**config.mk**
```make
export PLATFORM = sky130hd
export DESIGN_NAME = text_glyph_address_cursor
export DESIGN_NICKNAME = d
export VERILOG_FILES = /design/src/rtl/tgac_pkg.sv /design/src/rtl/tgac_glyph_calc.sv /design/src/rtl/text_glyph_address_cursor.sv
export SDC_FILE = /design/constraint.sdc
export NUM_CORES = 1
export LEC_CHECK = 0
export ABC_AREA = 1
export BUFFER_PORTS_ARGS = -buffer_cell sky130_fd_sc_hd__buf_2
export CAP_MARGIN = 20
export CORE_AREA = 2 2 135 137
export CTS_CLUSTER_DIAMETER = 60
export DETAILED_ROUTE_END_ITERATION = 16
export DIE_AREA = 0 0 137 139
export PLACE_DENSITY = 0.89
export SETUP_SLACK_MARGIN = 0.5
export SYNTH_ARGS = -nofsm -noshare
export SYNTH_HDL_FRONTEND = slang
export SYNTH_SLANG_ARGS = --single-unit
```
**constraint.sdc**
```tcl
create_clock -name clk -period 14.2 [get_ports clk]
set_clock_uncertainty 0.05 [all_clocks]
set_input_delay 1.42 -clock clk [delete_from_list [all_inputs] [get_ports clk]]
set_output_delay 1.42 -clock clk [all_outputs]
set_load 0.01 [all_outputs]
```
**src/rtl/tgac_pkg.sv**
```systemverilog
// Shared types, constants and glyph tables for the text glyph address cursor.
// Used by tgac_glyph_calc and text_glyph_address_cursor; no dependencies.
package tgac_pkg;

  typedef enum logic [2:0] {
    KIND_A12 = 3'd0,
    KIND_A16 = 3'd1,
    KIND_A24 = 3'd2,
    KIND_H16 = 3'd3,
    KIND_H24 = 3'd4
  } glyph_kind_t;

  localparam logic [1:0] FONT_SEL_12 = 2'd0;
  localparam logic [1:0] FONT_SEL_16 = 2'd1;
  localparam logic [1:0] FONT_SEL_24 = 2'd2;
  localparam logic [1:0] FONT_SEL_NONE = 2'd3;

  localparam logic [1:0] REG_FONT_SIZE = 2'd0;
  localparam logic [1:0] REG_START_X = 2'd1;
  localparam logic [1:0] REG_START_Y = 2'd2;

  localparam logic [7:0] CODE_BIAS = 8'hA0;
  localparam logic signed [15:0] CODE_FIRST = 16'sd161;
  localparam logic signed [15:0] ROW_CODES = 16'sd94;
  localparam logic signed [15:0] H24_ROW_SKIP = 16'sd15;

  localparam logic [19:0] BASE_A12 = 20'd0;
  localparam logic [19:0] BASE_A16 = BASE_A12 + 20'd1536;
  localparam logic [19:0] BASE_A24 = BASE_A16 + 20'd4096;
  localparam logic [19:0] BASE_H16 = BASE_A24 + 20'd12288;
  localparam logic [19:0] BASE_H24 = BASE_H16 + 20'd267616;

  typedef struct packed {
    logic [7:0] text_byte;
    logic       restart;
  } tgac_item_t;

  typedef struct packed {
    logic [7:0] cursor_x;
    logic [8:0] cursor_y;
    logic [7:0] lead_byte;
    logic       lead_pending;
  } tgac_state_t;

  typedef struct packed {
    logic [1:0] font_size_sel;
    logic [7:0] start_x;
    logic [8:0] start_y;
  } tgac_cfg_t;

  typedef struct packed {
    logic [19:0] glyph_address;
    logic [6:0]  glyph_bytes;
    logic [7:0]  draw_x;
    logic [8:0]  draw_y;
    glyph_kind_t glyph_kind;
    logic        glyph_error;
  } tgac_result_t;

  function automatic logic [19:0] kind_base(glyph_kind_t k);
    logic [19:0] v;
    unique case (k)
      KIND_A12: v = BASE_A12;
      KIND_A16: v = BASE_A16;
      KIND_A24: v = BASE_A24;
      KIND_H16: v = BASE_H16;
      KIND_H24: v = BASE_H24;
      default:  v = BASE_A12;
    endcase
    return v;
  endfunction

  function automatic logic [6:0] kind_len(glyph_kind_t k);
    logic [6:0] v;
    unique case (k)
      KIND_A12: v = 7'd12;
      KIND_A16: v = 7'd16;
      KIND_A24: v = 7'd48;
      KIND_H16: v = 7'd32;
      KIND_H24: v = 7'd72;
      default:  v = 7'd0;
    endcase
    return v;
  endfunction

  function automatic logic [4:0] kind_w(glyph_kind_t k);
    logic [4:0] v;
    unique case (k)
      KIND_A12: v = 5'd8;
      KIND_A16: v = 5'd8;
      KIND_A24: v = 5'd16;
      KIND_H16: v = 5'd16;
      KIND_H24: v = 5'd24;
      default:  v = 5'd0;
    endcase
    return v;
  endfunction

  function automatic logic [4:0] kind_h(glyph_kind_t k);
    logic [4:0] v;
    unique case (k)
      KIND_A12: v = 5'd12;
      KIND_A16: v = 5'd16;
      KIND_A24: v = 5'd24;
      KIND_H16: v = 5'd16;
      KIND_H24: v = 5'd24;
      default:  v = 5'd0;
    endcase
    return v;
  endfunction

endpackage

```
**src/rtl/tgac_glyph_calc.sv**
```systemverilog
// Combinational glyph decode, font address calculation and cursor advance.
// Depends on tgac_pkg for the item, state, config and result types.
module tgac_glyph_calc import tgac_pkg::*; #(
  parameter int unsigned SCREEN_WIDTH = 240,
  parameter int unsigned SCREEN_HEIGHT = 320,
  parameter int unsigned GLYPH_GAP = 1
) (
  input  tgac_item_t   item_i,
  input  tgac_state_t  state_i,
  input  tgac_cfg_t    cfg_i,
  output tgac_state_t  state_o,
  output logic         has_result_o,
  output tgac_result_t result_o
);

  always_comb begin
    tgac_state_t       st;
    logic              hz;
    logic              nog;
    logic              neg;
    logic              err;
    logic signed [15:0] row_s;
    logic signed [15:0] col_s;
    logic signed [15:0] idx_s;
    logic [13:0]       idx_u;
    glyph_kind_t       kind;
    logic [4:0]        adv_w;
    logic [4:0]        adv_h;
    logic [9:0]        nx;
    logic [9:0]        ny;

    st = state_i;
    if (item_i.restart) begin
      st.cursor_x = cfg_i.start_x;
      st.cursor_y = cfg_i.start_y;
      st.lead_pending = 1'b0;
      st.lead_byte = 8'd0;
    end

    hz = st.lead_pending;
    nog = (cfg_i.font_size_sel == FONT_SEL_NONE) || (hz && (cfg_i.font_size_sel == FONT_SEL_12));

    row_s = $signed({8'd0, st.lead_byte}) - CODE_FIRST;
    if (cfg_i.font_size_sel == FONT_SEL_24) begin
      row_s = row_s - H24_ROW_SKIP;
    end
    col_s = $signed({8'd0, item_i.text_byte}) - CODE_FIRST;
    idx_s = row_s * ROW_CODES + col_s;
    neg = idx_s[15];

    if (nog) begin
      kind = KIND_A12;
    end else if (hz) begin
      kind = (cfg_i.font_size_sel == FONT_SEL_24) ? KIND_H24 : KIND_H16;
    end else begin
      kind = glyph_kind_t'({1'b0, cfg_i.font_size_sel});
    end
    err = nog || (hz && neg);
    idx_u = hz ? idx_s[13:0] : {6'd0, item_i.text_byte};

    adv_w = nog ? 5'd0 : kind_w(kind);
    adv_h = nog ? 5'd0 : kind_h(kind);

    state_o = st;
    has_result_o = 1'b0;
    result_o.draw_x = st.cursor_x;
    result_o.draw_y = st.cursor_y;
    result_o.glyph_kind = kind;
    result_o.glyph_error = err;
    result_o.glyph_bytes = err ? 7'd0 : kind_len(kind);
    result_o.glyph_address = err ? 20'd0 :
                             kind_base(kind) + 20'(idx_u) * 20'(kind_len(kind));

    nx = 10'(st.cursor_x) + 10'(adv_w) + 10'(GLYPH_GAP);
    ny = 10'(st.cursor_y);
    if (nx >= 10'(SCREEN_WIDTH)) begin
      nx = 10'd0;
      ny = 10'(st.cursor_y) + 10'(adv_h) + 10'(GLYPH_GAP);
      if (ny >= 10'(SCREEN_HEIGHT)) begin
        ny = 10'd0;
      end
    end

    if (item_i.text_byte == 8'd0) begin
      state_o.lead_pending = 1'b0;
    end else if (!st.lead_pending && (item_i.text_byte > CODE_BIAS)) begin
      state_o.lead_byte = item_i.text_byte;
      state_o.lead_pending = 1'b1;
    end else begin
      has_result_o = 1'b1;
      state_o.lead_pending = 1'b0;
      state_o.cursor_x = nx[7:0];
      state_o.cursor_y = ny[8:0];
    end
  end

endmodule

```
**src/rtl/text_glyph_address_cursor.sv**
```systemverilog
// Top level of the text glyph address cursor: configuration registers,
// input word register, cursor state and output word register.
// Depends on tgac_pkg and tgac_glyph_calc.
//
// Text bytes enter on the in_ channel (valid/ready); each accepted word is
// held in an input register, decoded combinationally against the cursor state and,
// if it completes a glyph, written to the output register that drives the out_
// channel once that register is empty or being read.
// One word is taken per cycle while in_ready is high; lead bytes and end-of-string bytes
// are consumed without producing an output word.
// While the receiver holds out_ready low, a word that makes no output still moves on,
// and a word that makes output waits in the input register while the output register
// is full; in_ready drops only when both registers are full and the output is stalled.
// Font size and cursor start position are written through the APB port at byte addresses
// 0, 4 and 8; the user must write them only while the block is idle, which is not enforced.
// Synchronous reset clears both valid flags, the cursor and the held lead
// byte, and sets the font size to 16 pixels.
module text_glyph_address_cursor import tgac_pkg::*; #(
  parameter int unsigned SCREEN_WIDTH = 240,
  parameter int unsigned SCREEN_HEIGHT = 320,
  parameter int unsigned GLYPH_GAP = 1
) (
  input  logic        clk,
  input  logic        rst_n,
  input  logic        psel,
  input  logic        penable,
  input  logic        pwrite,
  input  logic [3:0]  paddr,
  input  logic [31:0] pwdata,
  output logic [31:0] prdata,
  output logic        pready,
  input  logic        in_valid,
  output logic        in_ready,
  input  logic [7:0]  in_text_byte,
  input  logic        in_restart,
  output logic        out_valid,
  input  logic        out_ready,
  output logic [19:0] out_glyph_address,
  output logic [6:0]  out_glyph_bytes,
  output logic [7:0]  out_draw_x,
  output logic [8:0]  out_draw_y,
  output logic [2:0]  out_glyph_kind,
  output logic        out_glyph_error
);

  tgac_cfg_t    cfg_r;
  tgac_state_t  state_r;
  tgac_state_t  state_nxt;
  tgac_item_t   s1_item_r;
  logic         s1_valid_r;
  logic         out_valid_r;
  tgac_result_t out_result_r;
  tgac_result_t calc_result;
  logic         calc_has_result;
  logic         s1_go;
  logic         out_load;
  logic         cfg_wr;

  assign pready = 1'b1;
  assign cfg_wr = psel && penable && pwrite;

  always_ff @(posedge clk) begin
    if (!rst_n) begin
      cfg_r.font_size_sel <= FONT_SEL_16;
      cfg_r.start_x <= 8'd0;
      cfg_r.start_y <= 9'd0;
    end else if (cfg_wr) begin
      unique case (paddr[3:2])
        REG_FONT_SIZE: cfg_r.font_size_sel <= pwdata[1:0];
        REG_START_X:   cfg_r.start_x <= pwdata[7:0];
        REG_START_Y:   cfg_r.start_y <= pwdata[8:0];
        default:       cfg_r <= cfg_r;
      endcase
    end
  end

  always_comb begin
    unique case (paddr[3:2])
      REG_FONT_SIZE: prdata = {30'd0, cfg_r.font_size_sel};
      REG_START_X:   prdata = {24'd0, cfg_r.start_x};
      REG_START_Y:   prdata = {23'd0, cfg_r.start_y};
      default:       prdata = 32'd0;
    endcase
  end

  tgac_glyph_calc #(
    .SCREEN_WIDTH (SCREEN_WIDTH),
    .SCREEN_HEIGHT(SCREEN_HEIGHT),
    .GLYPH_GAP    (GLYPH_GAP)
  ) u_calc (
    .item_i      (s1_item_r),
    .state_i     (state_r),
    .cfg_i       (cfg_r),
    .state_o     (state_nxt),
    .has_result_o(calc_has_result),
    .result_o    (calc_result)
  );

  assign s1_go = s1_valid_r && (!calc_has_result || !out_valid_r || out_ready);
  assign out_load = s1_go && calc_has_result;
  assign in_ready = !s1_valid_r || s1_go;

  always_ff @(posedge clk) begin
    if (!rst_n) begin
      s1_valid_r <= 1'b0;
      out_valid_r <= 1'b0;
      state_r <= '0;
    end else begin
      if (in_ready) begin
        s1_valid_r <= in_valid;
      end
      if (out_load) begin
        out_valid_r <= 1'b1;
      end else if (out_ready) begin
        out_valid_r <= 1'b0;
      end
      if (s1_go) begin
        state_r <= state_nxt;
      end
    end
  end

  always_ff @(posedge clk) begin
    if (in_ready && in_valid) begin
      s1_item_r.text_byte <= in_text_byte;
      s1_item_r.restart <= in_restart;
    end
    if (out_load) begin
      out_result_r <= calc_result;
    end
  end

  assign out_valid = out_valid_r;
  assign out_glyph_address = out_result_r.glyph_address;
  assign out_glyph_bytes = out_result_r.glyph_bytes;
  assign out_draw_x = out_result_r.draw_x;
  assign out_draw_y = out_result_r.draw_y;
  assign out_glyph_kind = out_result_r.glyph_kind;
  assign out_glyph_error = out_result_r.glyph_error;

  a_reset_clears_lead: assert property (@(posedge clk)
    !rst_n |=> !state_r.lead_pending && !s1_valid_r && !out_valid_r)
    else $error("lead byte or valid flag survived reset");

  a_stall_only_when_full: assert property (@(posedge clk) disable iff (!rst_n)
    !in_ready |-> s1_valid_r && out_valid_r && !out_ready)
    else $error("input stalled while a register was free");

  a_good_glyph_has_length: assert property (@(posedge clk) disable iff (!rst_n)
    out_valid_r && !out_result_r.glyph_error |-> out_result_r.glyph_bytes != 7'd0)
    else $error("glyph without error has zero length");

  a_error_kind: assert property (@(posedge clk) disable iff (!rst_n)
    out_valid_r && out_result_r.glyph_error |->
      (out_result_r.glyph_kind == KIND_A12) || (out_result_r.glyph_kind == KIND_H16) ||
      (out_result_r.glyph_kind == KIND_H24))
    else $error("error word carries an ascii kind other than the default");

endmodule

```
==> reports/metrics.yaml, run 1 <==
outcome: "finished, final reports clean"
netlist_instances: 1325
ioPinCount: 135
finalSetupViolations: 0
n_antenna_cell: 0
drv_cap: 0
leakage_nw: 5.58
r2r_slack_ns: 2.78
p_total_mw: 1.94
timing.critical_path.mode_cell: "inv_1"
r2r-end: "out_glyph_address[19]"
cts_buffers: 9
initial_utilization: 0.591
clockRootBuffer: "clkbuf_16"
cts_tree: "built"
final_hold_viol_count: 0
crit_path_end_kind: "flip-flop"
core_area_mm2: 0.0177
max_freq_mhz: 87.6
async_flop_share: 0
period_share: 0.804
antenna_found_initial: 0
vdd_drop_max_uv: 208
cts_htree_levels: 3
grt_first_pass_wirelength_um: 38500
syn_area_mm2: 0.0104
clk_latency_ns: 0.36
area.growth.synth_to_final_pct: 7.10
multi_input_area_mm2: 0.00668
overflow: 0
postRouteAntennaNets: 0
routed_via_density: 5.37
synth_cell_types: 50
min_period_ns: 11.42
finalSetupTns_ns: 0
synth_edf_count: 53
holdBufCountCts: 0
synth_seq_area_share: 0.243
max_slew.worst_pin.slew_ns: 0.978
dpl.cell_count: 1610
slew-limit-headroom: 0.348
wire_per_inst_um: 13.7
required_ns: 14.24
drc: 0
crit_slowest_cell: "edfxtp_1"
vias: 8727
p_per_area_mw_per_mm2: 174
crit_fanout: 27
drive_gt1_frac: 0.127
synth_ff_type: "edfxtp_1"
grt_use_total: 0.246
die_h_um: 139
whs_ns: 0.417
rsz0062_at_grt: "false"
r2r_start: "s1_item_r[0]"
min_delay_path_depth: 2
nets: 1624
drtPass1Iterations: 5
r2r_cells: 48
postCtsResizedCells: 0
criticalPathCategory: "flip-flop to flip-flop"
critPathMaxStageDelay_ns: 1.00
die_x_um: 137
rows: 49
grt_pass1_vias: 8638
num-fill-cells: 1486
slew_violations: 0
min_to: "state_r[17]"
clk_transition_reported_paths_ns: 0.08
io_buffers: 81
cts_buffer_depth: 2
dp_hpwl_um: 17900
gp_congestion: 0.955
setup_slack_ns: 2.78
hold_class: "flip-flop to flip-flop"
seqCellArea_mm2: 0.00253
crit_path_start_kind: "flip-flop"
ys_ff_latch: 100
first_iter_violations: 733
final_cells: 1626
post_cts_buffers: 0
yosys_warnings: 0
synth_area_per_cell_um2: 7.87
wl_um: 22300
dp_slack_ns: 2.82
crit_arrival_ns: 11.46
min_from: "state_r[17]"
grt_max_degree: 45
dieArea_mm2: 0.0190
clock_sinks: 100
power by group:
| part | internal [mW] | total, mW | switching [mW] | leakage (nW) |
|---|---|---|---|---|
| sequential | 0.324 | 0.332 | 0.00807 | 0.885 |
| combinational | 0.521 | 1.35 | 0.825 | 4.54 |
| clock | 0.141 | 0.263 | 0.122 | 0.153 |
cell usage after synthesis (4+ instances only):
master / instances / area share
a31oi_1: 6 / 0.0036
buf_6: 4 / 0.0043
xor2_1: 35 / 0.029
nor2_1: 120 / 0.043
nand3b_1: 5 / 0.0036
nor3_2: 4 / 0.0038
nand4_1: 9 / 0.0054
o21ai_0: 70 / 0.034
o211ai_1: 5 / 0.0036
nand2_2: 16 / 0.0096
buf_4: 29 / 0.021
inv_2: 7 / 0.0025
nor2_2: 25 / 0.015
nor3_1: 11 / 0.0053
ha_1: 106 / 0.13
or2_2: 4 / 0.0024
xnor2_1: 13 / 0.011
o21ai_2: 4 / 0.0034
nand2_1: 237 / 0.085
fa_1: 74 / 0.14
a211oi_1: 4 / 0.0029
clkbuf_1: 10 / 0.0036
a21o_1: 4 / 0.0029
edfxtp_1: 53 / 0.15
inv_1: 239 / 0.086
buf_2: 8 / 0.0038
a21oi_1: 79 / 0.038
dfxtp_1: 47 / 0.090
nand2_4: 7 / 0.0076
nand3_1: 56 / 0.027
how the worst max path moves through the flow:
| stage | from | end | slack (ns) | cells after the start |
|---|---|---|---|---|
| finish | s1_item_r[0] | out_glyph_address[19] | 2.78 | 48 |
| global route | s1_item_r[0] | out_glyph_address[19] | 1.84 | 48 |
| CTS | s1_item_r[0] | out_glyph_address[19] | 2.78 | 48 |
| detailed placement | s1_item_r[0] | out_glyph_address[19] | 2.82 | 48 |
| global placement | s1_item_r[0] | out_glyph_address[19] | 3.09 | 48 |
| floorplan | s1_item_r[0] | out_glyph_address[19] | 4.37 | 51 |
metal layers:
layer	vias up	GRT usage	part of all wire
met5	-	0	0
met4	0	0.0928	0.030
met3	47	0.0329	0.055
met2	272	0.418	0.49
met1	4121	0.317	0.43
li1	4287	-	-
state kept, by name (all words and copies together), names as in the netlist:
signal	flops
cfg_r	19
out_draw_x	8
out_draw_y	9
out_glyph_address	18
out_glyph_bytes	5
out_glyph_error	1
out_glyph_kind	3
out_valid	1
s1_item_r	9
s1_valid_r	1
state_r	26
cell usage in the layout (no fill, tap or decap), types with 13 or more instances in the layout:
master    instances
inv_1           239
nand2_1         237
nor2_1          120
ha_1            106
buf_2            81
a21oi_1          79
fa_1             74
o21ai_0          70
nand3_1          56
edfxtp_1         53
dfxtp_1          47
xor2_1           35
conb_1           28
nor2_2           25
nand2_2          16
xnor2_1          13
critical path, delay by kind of cell (launching register included):
family                   cells  cell delay, ns
adder cells (fa/ha/maj)     12            5.31
AND/OR/NAND/NOR             19            2.15
flip-flops                   1            1.00
AO/OA/AOI/OAI                4            0.95
XOR/XNOR                     4            0.87
buffers and inverters        9            0.78
kinds of logic (layout without fill, tap and decap cells):
kind of cell    after synthesis  after routing  synth area share
fa+ha+maj                   180            180             0.269
other cells                   2             28          0.000720
xor+xnor                     48             48            0.0403
buf+inv                     301            347             0.126
compound gates              188            188             0.101
flops                       100            100             0.243
simple gates                506            506             0.219
metrics by stage:
step,area (um2),utilization
after floorplan,10500,-
after detailed placement,10900,0.615
final,11200,0.633
after global placement,10900,0.615
after global routing,11200,0.633
after CTS,11200,0.633
layout make-up:
class / count / share of cell area
multi-input combinational: 950 / 0.598
sequential: 100 / 0.227
inverter: 248 / 0.0840
timing repair buffer: 83 / 0.0376
tap: 229 / 0.0256
clock buffer: 9 / 0.0202
clock inverter: 7 / 0.00817
Note: power is estimated with default switching activity, not from simulation.
==> inputs of run 2 (changes only) <==
- ABC_AREA: 1 -> 0
- CORE_AREA: 2 2 135 137 -> 2 2 139 141
- DIE_AREA: 0 0 137 139 -> 0 0 141 143
- PLACE_DENSITY: 0.89 -> 0.84
- clock period: 14.2 -> 9.4 ns (I/O delays scaled with it)
==> reports/metrics.yaml, run 2 <==
outcome: "finished, violations left"
violations: "negative setup slack"
r2r_cells: 42
grt_pass1_vias: 8074
netlist_instances: 1078
cts_buffers: 9
critPathMaxStageDelay_ns: 0.54
p_seq_frac: 0.185
drv_cap: 0
cts_tree: "built"
mostFrequentLayoutCells: "119 x inv_1, 110 x nor2_1, 84 x ha_1"
cts_buffer_depth: 2
synth_area_per_cell_um2: 9.18
antenna_found_initial: 0
grt_max_degree: 40
criticalPathCategory: "flip-flop to flip-flop"
timing.critical_path.mode_cell: "fa_1"
core_area_mm2: 0.0186
p_per_area_mw_per_mm2: 226
largest_reg_flops: 26
rsz0062_at_grt: "true"
synth_seq_area_share: 0.256
synthTopCellsByCount: "132 x inv_1, 123 x nor2_1, 106 x ha_1"
async_flop_share: 0
r2r-end: "out_glyph_address[17]"
slew-limit-headroom: 0.320
p_sw_mw: 1.13
max_slew.worst_pin.slew_ns: 1.01
area.growth.synth_to_final_pct: 19.6
vdd_drop_max_uv: 246
crit_arrival_ns: 9.55
setup_slack_ns: -0.131
clk_transition_reported_paths_ns: 0.08
overflow: 0
vias: 8161
fin_area_mm2: 0.0118
final_common_cell: "inv_1"
n_antenna_cell: 0
required_ns: 9.42
grt_use_total: 0.237
yosys_warnings: 0
max_freq_mhz: 105
synth_edf_count: 53
nets: 1440
period_share: 1.01
first_iter_violations: 492
syn_area_mm2: 0.00990
min_period_ns: 9.53
crit_path_start_kind: "flip-flop"
dieArea_mm2: 0.0202
drive_gt1_frac: 0.246
largest_register: "state_r"
p_total_mw: 2.68
cts_htree_levels: 3
r2r_slack_ns: -0.13
swShare: 0.422
leakage_nw: 5.43
gp_congestion: 0.962
routed_via_density: 5.64
initial_utilization: 0.533
ioPinCount: 135
drtPass1Iterations: 5
cp-startpoint: "s1_item_r[0]"
clk_latency_ns: 0.37
crit_slowest_cell: "fa_1"
internal_power_mw: 1.55
clkPwrFrac: 0.142
dp_hpwl_um: 17700
crit_fanout: 5
die_x_um: 141
clockRootBuffer: "clkbuf_16"
wl_um: 24800
synthTopCellsByArea: "edfxtp_1 16%, fa_1 15%, ha_1 13%"
ys_ff_latch: 100
rows: 50
holdBufCountCts: 0
place_area_mm2: 0.0109
hold_class: "flip-flop to flip-flop"
r2r_start: "s1_item_r[0]"
crit_path_end: "out_glyph_address[17]"
grt_first_pass_wirelength_um: 38200
crit_path_end_kind: "flip-flop"
die_h_um: 143
final_core_util: 0.637
synth_ff_type: "edfxtp_1"
io_buffers: 81
clock_sinks: 100
postRouteAntennaNets: 0
wire_per_inst_um: 17.1
drc: 0
synth_area_leader_cell: "edfxtp_1"
synth_cell_types: 77
synthDominantCellAreaShare: 0.161
slew_violations: 0
final_hold_viol_count: 0
synth_most_common_cell: "inv_1"
finalSetupViolations: 2
combPwrFrac: 0.673
-- run 2: metrics by stage --
step / hold slack, ns / setup TNS, ns / cells / setup WS [ns]
floorplan: 0.379 / 0 / 1104 / 0.0880
global placement: 0.388 / 0 / 1393 / 0.0564
detailed placement: 0.394 / -0.246 / 1393 / -0.110
CTS: 0.404 / 0 / 1431 / 0.0889
finish: 0.405 / -0.252 / 1447 / -0.131
global route: 0.433 / -1.83 / 1447 / -0.499
-- run 2: worst min path at each step --
stage                 from          end  slack (ns)  cells past startpoint
3_5_place_dp   state_r[21]  state_r[21]        0.39                      2
2_1_floorplan  state_r[21]  state_r[21]        0.38                      2
5_1_grt        state_r[21]  state_r[21]        0.43                      2
6_report       state_r[21]  state_r[21]        0.41                      2
4_1_cts        state_r[21]  state_r[21]        0.40                      2
3_3_place_gp   state_r[21]  state_r[21]        0.39                      2
-- run 2: layer usage --
metal  up-vias  part of all wire  track usage
met5         -                 0            0
met4         0             0.040        0.101
met3        86             0.062       0.0486
met2       333              0.51        0.426
met1      3899              0.39        0.275
li1       3843                 -            -
-- run 2: kinds of logic after synthesis --
kind of cell,synth area share
other,0.000759
flip-flops,0.256
multiplexers,0.0450
XOR/XNOR,0.0570
AND/OR/NAND/NOR,0.150
AO/OA/AOI/OAI,0.122
buffers and inverters,0.0863
adder cells (fa/ha/maj),0.284
-- run 2: what timing repair did --
item                                    in CTS  in global routing
pin swaps                                   61                 49
gates resized for setup                     26                 38
setup buffers                               22                 16
endpoints found under the setup margin       6                  8
-- run 2: layout make-up --
type / count / area, um2
inverters: 136 / 510
clock buffers: 9 / 225
flip-flops and latches: 100 / 2530
well taps: 234 / 293
repair buffers: 152 / 950
clock inverters: 7 / 80.1
multi-input cells: 809 / 7250
fillers: 1332 / 6740
-- run 2: power groups by stage --
stage,combinational [mW],clock (mW),sequential (mW)
floorplan,1.05,0,0.508
CTS,1.57,0.385,0.494
global placement,1.39,0,0.504
finish,1.80,0.379,0.495
global route,1.93,0.398,0.497
detailed placement,1.44,0,0.504
-- run 2: worst max-delay path: cells and delay by family (launching register included) --
family,cells,cell delay (ns)
adders and majority gates,12,4.41
and+or+nand+nor,9,1.73
AOI/OAI and AO/OA,7,1.08
buffers and inverters,10,0.89
xor gates and xnor gates,4,0.60
DFF,1,0.44
